==> src/nat_mapping_table_unit_defines.svh <==
// assertion macros used by the nat mapping table engine
`ifndef NAT_MAPPING_TABLE_UNIT_DEFINES_SVH
`define NAT_MAPPING_TABLE_UNIT_DEFINES_SVH

// same-cycle implication, checked outside reset
`define NMT_ASSERT_NOW(label, ante, cons, msg) \
  label: assert property (@(posedge clk) disable iff (rst) (ante) |-> (cons)) else $error(msg);

// next-cycle implication, checked outside reset
`define NMT_ASSERT_NEXT(label, ante, cons, msg) \
  label: assert property (@(posedge clk) disable iff (rst) (ante) |=> (cons)) else $error(msg);

`endif

==> src/nmt_pkg.sv <==
`default_nettype none
package nmt_pkg;

  localparam int TABLE_SLOTS_DEFAULT = 64;

  // commands
  localparam logic [1:0] CMD_LOOKUP_EXT = 2'd0;
  localparam logic [1:0] CMD_LOOKUP_INT = 2'd1;
  localparam logic [1:0] CMD_INSERT     = 2'd2;
  localparam logic [1:0] CMD_TICK       = 2'd3;

  // result status codes
  localparam logic [2:0] ST_HIT  = 3'd0;
  localparam logic [2:0] ST_MISS = 3'd1;
  localparam logic [2:0] ST_NEW  = 3'd2;
  localparam logic [2:0] ST_FULL = 3'd3;
  localparam logic [2:0] ST_TICK = 3'd4;

  // mapping kinds
  localparam logic TYPE_ICMP = 1'b0;
  localparam logic TYPE_TCP  = 1'b1;

  // configuration register indexes
  localparam logic CFG_IDLE_LIMIT    = 1'b0;
  localparam logic CFG_ICMP_ID_START = 1'b1;

  localparam logic [15:0] IDLE_LIMIT_RESET    = 16'd60;
  localparam logic [15:0] ICMP_ID_START_RESET = 16'd0;
  localparam logic [15:0] TCP_ID_FLOOR        = 16'd1024;
  localparam logic [6:0]  REMOVED_MAX         = 7'd127;

  // one queued request
  typedef struct packed {
    logic [1:0]  command;
    logic        map_type;
    logic [31:0] internal_ip;
    logic [15:0] internal_port;
    logic [15:0] external_port;
  } req_t;

  // one table slot
  typedef struct packed {
    logic        valid;
    logic        map_type;
    logic [31:0] internal_ip;
    logic [15:0] internal_port;
    logic [15:0] external_port;
    logic [31:0] last_used;
  } slot_t;

  // one result
  typedef struct packed {
    logic [2:0]  status;
    logic [31:0] found_internal_ip;
    logic [15:0] found_internal_port;
    logic [15:0] found_external_port;
    logic        found_type;
    logic [6:0]  removed_count;
  } resp_t;

  // handshake between request queue and engine
  typedef struct packed {
    logic valid;
    req_t req;
  } queue_out_t;

endpackage
`default_nettype wire

==> src/nmt_front.sv <==
`default_nettype none
module nmt_front (
  input  wire logic               clk,
  input  wire logic               rst,
  input  wire logic               s_tvalid,
  output logic                    s_tready,
  input  wire logic [63:0]        s_tdata,
  input  wire logic [2:0]         s_tuser,
  output nmt_pkg::queue_out_t     q_out,
  input  wire logic               q_pop
);
  import nmt_pkg::*;

  req_t       entries [2];
  logic       wr_ptr;
  logic       rd_ptr;
  logic [1:0] count;
  logic       push;
  req_t       in_req;

  // unpack the incoming transfer
  always_comb begin
    in_req.command       = s_tuser[1:0];
    in_req.map_type      = s_tuser[2];
    in_req.internal_ip   = s_tdata[31:0];
    in_req.internal_port = s_tdata[47:32];
    in_req.external_port = s_tdata[63:48];
  end

  assign s_tready    = (count != 2'd2);
  assign push        = s_tvalid && s_tready;
  assign q_out.valid = (count != 2'd0);
  assign q_out.req   = entries[rd_ptr];

  // two-entry request queue
  always_ff @(posedge clk) begin
    if (push) begin
      entries[wr_ptr] <= in_req;
    end
    if (rst) begin
      wr_ptr <= 1'b0;
      rd_ptr <= 1'b0;
      count  <= 2'd0;
    end else begin
      if (push) wr_ptr <= ~wr_ptr;
      if (q_pop) rd_ptr <= ~rd_ptr;
      count <= count + {1'b0, push} - {1'b0, q_pop};
    end
  end
endmodule
`default_nettype wire

==> config.mk <==
export PLATFORM = sky130hd
export DESIGN_NAME = nmt_front
export DESIGN_NICKNAME = d
export VERILOG_FILES = /design/src/nat_mapping_table_unit_defines.svh /design/src/nmt_pkg.sv /design/src/nmt_front.sv
export SDC_FILE = /design/constraint.sdc
export NUM_CORES = 1
export LEC_CHECK = 0
export BUFFER_PORTS_ARGS = -buffer_cell sky130_fd_sc_hd__buf_2
export CAP_MARGIN = 20
export CORE_UTILIZATION = 56
export CTS_CLUSTER_DIAMETER = 60
export DETAILED_ROUTE_END_ITERATION = 10
export MAX_ROUTING_LAYER = met4
export PLACE_DENSITY = 0.85
export SLEW_MARGIN = 20
export SYNTH_ARGS = -nofsm -noshare
export SYNTH_HDL_FRONTEND = slang
export SYNTH_SLANG_ARGS = --single-unit
==> constraint.sdc <==
create_clock -name clk -period 4.9 [get_ports clk]
set_clock_uncertainty 0.2 [all_clocks]
set_input_delay 0.49 -clock clk [delete_from_list [all_inputs] [get_ports clk]]
set_output_delay 0.49 -clock clk [all_outputs]
set_load 0.02 [all_outputs]
==> run_results.csv, run 1 <==
group,metric,value,unit
outcome,outcome,"finished, final reports clean",
sta,relSlewSlack,36.5,%
sta,min_period_over_period,56.5,%
yosys,synth_edf_count,134,
clock_tree,h-tree-depth,4,
pwr,static-leakage-power,2.71,nW
yosys,synth_nets,309,
layout,regArea,4130,sq um
worst_setup_path,worst-r2r-cell-count,4,
detailed_routing,via_per_inst,5.25,
min_path,worstHoldPathCells,2,
placement,dpl.cell_count,478,
sta,finalSetupViolations,0,
worst_setup_path,setup.worst_path.class,"reg2out",
pwr,combPwrFrac,13.8,%
global_routing,maximum_number_of_pins_on_one_net_before_global_route_repair,68,
layout,insertedDiodeCount,0,
worst_setup_path,worstReg2RegStart,"count[0]",
yosys,async_set_or_reset_flop_fraction_in_the_synthesized_netlist,0,%
layout,fillers,461,
worst_setup_path,critPathMaxFanout,67,
floorplanning,ios,140,
sta,finalMaxSlewViolations,0,
placement,placement.cell_area,5880,sq um
detailed_routing,initialDrtViolationCount,95,
floorplanning,die-height,97.2,um
pwr,ir_drop,0.000263,V
pwr,intPower,2.32,mW
yosys,number_of_storage_elements_in_the_synthesis_netlist,139,
detailed_routing,ant_nets,0,
sta,grt_setup_unrepaired,"no",
sta,finalCriticalPeriod,2770,ps
detailed_routing,vias,3017,
clock_tree,clk-insertion-delay-late,500,ps
worst_setup_path,critPathLaunchType,"flop",
clock_tree,clk_pin_slew,50,ps
floorplanning,die_area,9450,sq um
layout,layout.cells.non_filler,575,
worst_setup_path,rrSetupSlack,2500,ps
global_routing,global_route_wire_length_before_repair,16100,um
pwr,power.switching,0.740,mW
min_path,worst_hold_startpoint,"rst",
worst_setup_path,timing.critical_path.arrival,2080,ps
layout,final_net_count,528,
worst_setup_path,timing.critical_path.required,4210,ps
layout,postLayoutCoreUtil,81.0,%
clock_tree,tritoncts_num_sinks,139,
detailed_routing,detail_route.wirelength,10500,um
sta,max_slew.worst_pin.slew,953,ps
sta,report.final.hold_viol_count,0,
global_routing,all_layer_global_routing_usage,23.5,%
yosys,biggest_area_contributors_in_the_synthesized_netlist,"sky130_fd_sc_hd__edfxtp_1, sky130_fd_sc_hd__mux2_2, sky130_fd_sc_hd__mux2_1",
layout,drive_gt1_share,45.0,%
floorplanning,placeable_core_region,8760,sq um
yosys,syn-cell-area,5080,sq um
yosys,post_synth.cell_area_avg,21.4,sq um
yosys,yosys.area.top_type,"sky130_fd_sc_hd__edfxtp_1",
sta,fin_tns_setup,0,ps
worst_setup_path,cp-end-kind,"output pin",
detailed_routing,detail_route.first_pass.iterations,5,
yosys,sequential_area_share_after_synthesis,81.2,%
placement,globalplace.congestion,0.757,
clock_tree,cts_root_buf,"sky130_fd_sc_hd__clkbuf_8",
clock_tree,tritoncts_buffer_count,17,
floorplanning,fp.dieW,97.2,um
layout,synthesis_to_finish_area_growth,39.8,%
sta,maxClockFrequency,362,MHz
global_routing,grt_overflow,0,
floorplanning,start_util,57.9,%
worst_setup_path,timing.rr.end,"entries[0][41]",
detailed_routing,drc_errors,0,
run,cap_viol_max_count,0,
min_path,holdCritPathClass,"in2reg",
yosys,yosys-top-cells-count,"sky130_fd_sc_hd__edfxtp_1, sky130_fd_sc_hd__mux2_2, sky130_fd_sc_hd__mux2_1",
pwr,power.density,431,nW/um^2
global_routing,grt_antenna_before_repair,0,
placement,numPortBuffers,139,
clock_tree,postCtsSetupRepairBufs,0,
placement,post-dp-hpwl,5500,um
clock_tree,tritoncts_clock_tree,"built",
pwr,power_frac_seq,48.1,%
clock_tree,max-clock-path-buffers,2,
global_routing,first_global_vias,3210,
floorplanning,floorplan.rows,34,
pwr,power_frac_clock,38.1,%
yosys,synth_ff_type,"sky130_fd_sc_hd__edfxtp_1",
yosys,ys_warnings,0,
yosys,synth.top_cell.area_share,79.3,%
pwr,sw_frac_of_total,24.2,%
yosys,synth_cell_type_count,23,
yosys,yosysMostFrequentCell,"sky130_fd_sc_hd__edfxtp_1",
yosys,synthesis.instances,237,
layout,final_area,7090,sq um
layout,multi_input_area,900,sq um
detailed_routing,post_drt_wl_per_cell,18.2,um
## layout by cell type, fill, tap and decap left out, types with 2 or more instances in the layout
cell type and instances:
sky130_fd_sc_hd__mux2_2 37, sky130_fd_sc_hd__clkinv_2 4, sky130_fd_sc_hd__nor2_1 3, sky130_fd_sc_hd__edfxtp_1 134, sky130_fd_sc_hd__xnor2_1 2, sky130_fd_sc_hd__inv_1 3
sky130_fd_sc_hd__clkinvlp_4 2, sky130_fd_sc_hd__clkinv_4 2, sky130_fd_sc_hd__dfxtp_1 4, sky130_fd_sc_hd__dlygate4sd3_1 67, sky130_fd_sc_hd__clkinv_1 2, sky130_fd_sc_hd__mux2_1 30
sky130_fd_sc_hd__nand4_1 2, sky130_fd_sc_hd__buf_2 139, sky130_fd_sc_hd__clkbuf_16 16, sky130_fd_sc_hd__bufinv_16 2
## worst max-delay path, stage by stage (launching register included)
cell and delay (ps):
sky130_fd_sc_hd__dfxtp_4 930, sky130_fd_sc_hd__mux2_2 430, sky130_fd_sc_hd__buf_2 160
## state kept, by name, indices dropped and copies added (netlist names), named ones only
name,count
entries,134
wr_ptr,1
count,2
rd_ptr,1
## worst max-delay path by stage
| stage | end | slack, ps | cells after the start |
|---|---|---|---|
| finish | q_out[18] | 2130 | 2 |
| global route | q_out[18] | 2040 | 2 |
| CTS | q_out[11] | 2120 | 2 |
| detailed placement | entries[0][17] | 2430 | 4 |
| global placement | entries[0][24] | 2490 | 4 |
| floorplan | entries[1][0] | 1960 | 2 |
## through the flow
step                power [mW]  hold WS [ps]  setup WS [ps]
global placement          1.85           292           2490
finish                    3.06          45.9           2130
detailed placement        1.87           294           2430
CTS                       3.07          24.9           2120
floorplan                 1.73           280           1960
global route              3.17          42.9           2040
## layout make-up
class                           count  area share [%]
Clock buffer                       17            5.84
Timing Repair Buffer              207            19.4
Inverter                            4           0.212
Clock inverter                     13            1.82
Tap cell                          108            1.90
Sequential cell                   139            58.2
Multi-Input combinational cell     87            12.7
## power groups by stage
| stage | clock network, mW | logic (mW) | registers, mW |
|---|---|---|---|
| floorplan | 0 | 0.260 | 1.47 |
| global placement | 0 | 0.369 | 1.49 |
| detailed placement | 0 | 0.377 | 1.50 |
| CTS | 1.18 | 0.422 | 1.47 |
| global route | 1.24 | 0.451 | 1.48 |
| finish | 1.16 | 0.422 | 1.47 |
## what timing repair did
action	in CTS	in global routing
resized for setup	0	0
hold buffers	67	0
endpoints found under the setup margin	0	0
endpoints found under the hold margin	134	0
## layer usage
| layer | routed length [um] | vias up | global-route usage (%) |
|---|---|---|---|
| met5 | 0 | - | - |
| met4 | 141 | 0 | 7.35 |
| met3 | 560 | 14 | 6.62 |
| met2 | 5660 | 120 | 41.4 |
| met1 | 4090 | 1505 | 25.8 |
| li1 | - | 1378 | - |
## kinds of logic after synthesis
kind of cell / synth area share (%)
buffers and inverters: 1.13
AO/OA/AOI/OAI: 0.616
AND/OR/NAND/NOR: 1.55
adder cells (fa/ha/maj): 0.246
flip-flops: 81.2
XOR/XNOR: 0.345
multiplexers: 14.9
(Power assumes the default switching activity.)
==> inputs of run 2 (changes only) <==
Settings changed: CORE_UTILIZATION 56 to 47, PLACE_DENSITY 0.85 to 0.76.
Clock period 4.9 ns to 2.3 ns, I/O delays scaled along.
==> run 2 against run 1 <==
Non-clock buffer count up 9; critical path depth grew 1; sequential power up 110%; critical endpoint is now q_out[10]; worst hold slack improved by 190 ps.
==> run_results.csv, run 2 (synthesis gave the netlist of run 1 again) <==
group,metric,value,unit
pwr,power.density,924,nW/um^2
layout,largest_reg_flops,134,
layout,postLayoutCoreUtil,70.1,%
min_path,holdCritPathClass,"in2reg",
floorplanning,ios,140,
clock_tree,tritoncts_clock_tree,"built",
layout,final_net_count,537,
sta,finalSetupViolations,0,
worst_setup_path,cp-end-kind,"output pin",
clock_tree,cts_root_buf,"sky130_fd_sc_hd__clkbuf_8",
detailed_routing,ant_nets,0,
placement,placement.cell_area,6000,sq um
global_routing,maximum_number_of_pins_on_one_net_before_global_route_repair,40,
sta,relSlewSlack,71.1,%
pwr,static-leakage-power,2.78,nW
floorplanning,floorplan.rows,37,
detailed_routing,vias,2921,
pwr,ir_drop,0.000604,V
run,cap_viol_max_count,0,
detailed_routing,drc_errors,0,
global_routing,grt_antenna_before_repair,0,
layout,synthesis_to_finish_area_growth,43.9,%
pwr,post-layout-total-power,6.75,mW
worst_setup_path,critPathLaunchType,"flop",
pwr,power_frac_seq,45.7,%
layout,drive_gt1_share,45.6,%
floorplanning,die_area,11200,sq um
clock_tree,h-tree-depth,4,
pwr,sw_frac_of_total,23.6,%
clock_tree,tritoncts_buffer_count,17,
placement,numPortBuffers,139,
detailed_routing,initialDrtViolationCount,122,
detailed_routing,via_per_inst,4.76,
layout,final_area,7310,sq um
clock_tree,max-clock-path-buffers,2,
sta,finalMaxSlewViolations,0,
worst_setup_path,setup.worst_path.class,"reg2out",
pwr,power_frac_clock,39.8,%
layout,fillers,676,
sta,max_slew.worst_pin.slew,434,ps
worst_setup_path,timing.critical_path.arrival,1710,ps
layout,layout.cells.most_common_list,"sky130_fd_sc_hd__buf_2, sky130_fd_sc_hd__edfxtp_1, sky130_fd_sc_hd__dlygate4sd3_1",
sta,maxClockFrequency,467,MHz
floorplanning,placeable_core_region,10400,sq um
global_routing,global_route_wire_length_before_repair,15200,um
pwr,intPower,5.16,mW
sta,min_period_over_period,93.2,%
sta,fin_tns_setup,0,ps
detailed_routing,detail_route.first_pass.iterations,4,
floorplanning,start_util,48.7,%
layout,final_common_cell,"sky130_fd_sc_hd__buf_2",
layout,layout.cells.non_filler,614,
pwr,combPwrFrac,14.6,%
placement,globalplace.congestion,0.701,
sta,layout_setup_ws,157,ps
sta,report.final.hold_viol_count,0,
global_routing,all_layer_global_routing_usage,18.9,%
detailed_routing,post_drt_wl_per_cell,15.7,um
worst_setup_path,critPathMaxFanout,31,
placement,pre_cts_ws,480,ps
layout,insertedDiodeCount,0,
global_routing,first_global_vias,3168,
clock_tree,postCtsSetupRepairBufs,0,
worst_setup_path,timing.critical_path.required,1870,ps
sta,hold-worst-slack,237,ps
floorplanning,die-height,106,um
sta,grt_setup_unrepaired,"no",
global_routing,grt_overflow,0,
placement,dpl.cell_count,511,
detailed_routing,detail_route.wirelength,9620,um
floorplanning,fp.dieW,106,um
placement,post-dp-hpwl,5340,um
layout,max_flop_register,"entries",
sta,finalCriticalPeriod,2140,ps
clock_tree,tritoncts_num_sinks,139,
clock_tree,clk-insertion-delay-late,510,ps
pwr,power.switching,1.59,mW
layout,largestRegisters,"entries (134), count (2)",
clock_tree,clk_pin_slew,60,ps
outcome,outcome,"finished, final reports clean",
[run 2: cell count changes in the layout (fill, tap and decap cells not counted), moves of 2 or more]
cell	previous run	this run
sky130_fd_sc_hd__buf_12	0	3
sky130_fd_sc_hd__clkbuf_1	0	2
sky130_fd_sc_hd__clkbuf_8	1	3
sky130_fd_sc_hd__clkinv_1	2	0
sky130_fd_sc_hd__clkinv_4	2	0
sky130_fd_sc_hd__clkinvlp_4	2	5
sky130_fd_sc_hd__dlygate4sd3_1	67	71
[run 2: power groups by stage]
stage / sequential, mW / clock [mW] / combinational, mW
floorplan: 3.12 / 0 / 0.561
global placement: 3.12 / 0 / 0.871
detailed placement: 3.13 / 0 / 0.884
CTS: 3.08 / 2.73 / 0.982
global route: 3.10 / 2.83 / 1.05
finish: 3.08 / 2.68 / 0.982
[run 2: worst max-delay path: stages, from the launching register on]
cell	delay (ps)
sky130_fd_sc_hd__dfxtp_4	360
sky130_fd_sc_hd__buf_6	280
sky130_fd_sc_hd__mux2_2	390
sky130_fd_sc_hd__buf_2	170
[run 2: worst paths after layout]
path	startpoint	to	slack [ps]	cells past startpoint
worst min register to register	rd_ptr	rd_ptr	340	2
worst max register to register	count[0]	count[1]	460	6
worst max-delay path	flop	q_out[10]	160	3
worst min-delay path	s_tdata[52]	entries[1][4]	240	2
[run 2: metal layers]
layer  track usage (%)  vias up  part of all wire (%)
met1              20.9     1405                    41
met4              7.54        0                   1.3
met2              32.3      106                    53
met3              5.70       16                   5.1
li1                  -     1394                     -
met5                 -        -                     0
[run 2: what timing repair did]
item                                    CTS  global route
endpoints found under the setup margin    0            31
hold buffers                             71             0
gates resized for setup                   0             1
hold endpoints to repair                139             0
[run 2: layout make-up]
| cell class | count | area (sq um) | area share, % |
|---|---|---|---|
| clock buffers | 21 | 449 | 6.15 |
| clock inverters | 11 | 144 | 1.97 |
| inverters | 4 | 18.8 | 0.257 |
| multi-input cells | 87 | 903 | 12.4 |
| flip-flops and latches | 139 | 4130 | 56.5 |
| well taps | 136 | 170 | 2.33 |
| repair buffers | 216 | 1490 | 20.4 |
==> inputs of run 3 (changes only) <==
Settings changed: CAP_MARGIN 20 to 10, MAX_ROUTING_LAYER met4 to unset.
==> run 3 against run 2 <==
Via count increased by 0.24%; cell count unchanged; critical endpoint is now q_out[6]; die area unchanged; combinational power about the same; power about the same; largest cell class unchanged; final area is the same; clock power hardly changed; register-to-register slack barely moved; highest routed layer unchanged; worst hold slack got worse by 6.9 ps; wire length rose by 1.1%.
==> run_results.csv, run 3 (synthesis gave the netlist of run 1 again) <==
group,metric,value,unit
placement,pre_cts_ws,480,ps
worst_setup_path,critPathMaxFanout,31,
worst_setup_path,crit_slowest_cell,"sky130_fd_sc_hd__mux2_2",
sta,finalCriticalPeriod,2150,ps
min_path,worstHoldEndpoint,"entries[1][4]",
floorplanning,die_area,11200,sq um
layout,synthesis_to_finish_area_growth,43.9,%
layout,max_flop_register,"entries",
global_routing,grt_antenna_before_repair,0,
clock_tree,h-tree-depth,4,
clock_tree,postCtsSetupRepairBufs,0,
pwr,sw_frac_of_total,23.6,%
layout,fillers,676,
sta,report.final.hold_viol_count,0,
worst_setup_path,worst-r2r-cell-count,6,
run,cap_viol_max_count,0,
detailed_routing,detail_route.wirelength,9730,um
clock_tree,tritoncts_num_sinks,139,
pwr,power.switching,1.60,mW
pwr,ir_drop,0.000605,V
floorplanning,floorplan.rows,37,
placement,post-dp-hpwl,5340,um
layout,largestRegisters,"entries (134), count (2)",
detailed_routing,post_drt_wl_per_cell,15.8,um
worst_setup_path,cp-end-kind,"output pin",
layout,layout.cells.most_common_list,"sky130_fd_sc_hd__buf_2, sky130_fd_sc_hd__edfxtp_1, sky130_fd_sc_hd__dlygate4sd3_1",
outcome,outcome,"finished, final reports clean",
worst_setup_path,worstReg2RegStart,"count[0]",
sta,finalMaxSlewViolations,0,
pwr,combPwrFrac,14.6,%
worst_setup_path,timing.critical_path.arrival,1720,ps
pwr,static-leakage-power,2.78,nW
worst_setup_path,timing.critical_path.required,1870,ps
worst_setup_path,timing.rr.end,"count[1]",
clock_tree,tritoncts_buffer_count,17,
pwr,power.density,925,nW/um^2
sta,finalSetupViolations,0,
placement,numPortBuffers,139,
pwr,power_frac_seq,45.7,%
min_path,holdCritPathClass,"in2reg",
pwr,power_frac_clock,39.8,%
sta,relSlewSlack,70.7,%
min_path,worstHoldPathCells,2,
floorplanning,placeable_core_region,10400,sq um
sta,grt_setup_unrepaired,"no",
sta,layout_setup_ws,155,ps
min_path,worst_hold_startpoint,"s_tdata[52]",
layout,largest_reg_flops,134,
worst_setup_path,critPathMaxStageDelay,380,ps
global_routing,global_route_wire_length_before_repair,15200,um
worst_setup_path,setup.worst_path.class,"reg2out",
floorplanning,die-height,106,um
global_routing,maximum_number_of_pins_on_one_net_before_global_route_repair,40,
clock_tree,clk_pin_slew,60,ps
clock_tree,cts_root_buf,"sky130_fd_sc_hd__clkbuf_8",
layout,insertedDiodeCount,0,
layout,final_common_cell,"sky130_fd_sc_hd__buf_2",
sta,max_slew.worst_pin.slew,439,ps
global_routing,all_layer_global_routing_usage,18.4,%
detailed_routing,drc_errors,0,
worst_setup_path,critical_path.cell_chain,"buf_6 > mux2_2 > buf_2",
detailed_routing,ant_nets,0,
sta,fin_tns_setup,0,ps
clock_tree,tritoncts_clock_tree,"built",
floorplanning,start_util,48.7,%
worst_setup_path,rrSetupSlack,450,ps
worst_setup_path,critical_path.top_delay_family,"buffers and inverters",
worst_setup_path,critPathLaunchType,"flop",
detailed_routing,vias,2928,
sta,min_period_over_period,93.3,%
global_routing,first_global_vias,3168,
pwr,intPower,5.16,mW
sta,hold-worst-slack,230,ps
worst_setup_path,crit_buf_inv,2,
detailed_routing,via_per_inst,4.77,
sta,maxClockFrequency,466,MHz
detailed_routing,detail_route.first_pass.iterations,4,
placement,globalplace.congestion,0.693,
global_routing,grt_overflow,0,
layout,drive_gt1_share,45.6,%
layout,postLayoutCoreUtil,70.1,%
floorplanning,ios,140,
detailed_routing,initialDrtViolationCount,117,
layout,final_net_count,537,
clock_tree,max-clock-path-buffers,2,
clock_tree,clk-insertion-delay-late,520,ps
floorplanning,fp.dieW,106,um
-- run 3: cell counts in the layout (fill, tap and decap cells not counted) --
No cell type changed its count.
-- run 3: how the worst max path moves through the flow --
stage / start / endpoint / slack (ps) / depth (start not counted)
floorplan: count[1] / entries[0][0] / 60 / 3
CTS: flop / q_out[20] / 30 / 3
global placement: count[0] / count[1] / 550 / 6
detailed placement: count[0] / count[1] / 480 / 6
finish: flop / q_out[6] / 150 / 3
global route: flop / q_out[24] / 70 / 3
-- run 3: metal layers --
layer	GRT usage (%)	part of all wire, %	vias to the layer above
li1	-	-	1393
met1	20.4	40	1414
met2	32.4	53	113
met3	6.07	5.7	8
met4	7.84	1.1	0
met5	0	0	-
-- run 3: power by group through the flow --
stage               clock, mW  combinational (mW)  sequential (mW)
floorplan                   0               0.561             3.12
global placement            0               0.871             3.12
detailed placement          0               0.884             3.13
CTS                      2.73               0.982             3.08
global route             2.83                1.05             3.10
finish                   2.69               0.985             3.08
-- run 3: metrics by stage --
stage                     cells  cell area (sq um)  total power, mW
final                       614               7310             6.75
after global routing        614               7310             6.99
after CTS                   614               7300             6.80
after detailed placement    511               6000             4.02
after global placement      511               6000             3.99
after floorplan             237               5090             3.68
-- run 3: worst reg2reg max path: stages, from the launching register on --
cell and delay [ps]:
sky130_fd_sc_hd__dfxtp_1 370, sky130_fd_sc_hd__nand2b_4 170, sky130_fd_sc_hd__nand2_1 70, sky130_fd_sc_hd__xnor2_1 130, sky130_fd_sc_hd__ha_1 220, sky130_fd_sc_hd__or4b_1 520, sky130_fd_sc_hd__nand4b_1 100
-- run 3: area by class of cell --
| cell class | count | area [sq um] | area share [%] |
|---|---|---|---|
| flip-flops and latches | 139 | 4130 | 56.5 |
| inverters | 4 | 18.8 | 0.257 |
| repair buffers | 216 | 1490 | 20.4 |
| clock buffers | 21 | 449 | 6.15 |
| well taps | 136 | 170 | 2.33 |
| clock inverters | 11 | 144 | 1.97 |
| multi-input cells | 87 | 903 | 12.4 |
-- run 3: repair_timing --
item,4_1_cts,5_1_grt
endpoints found under the hold margin,139,0
gates resized for setup,0,1
hold buffers,71,0
setup endpoints to repair,0,31
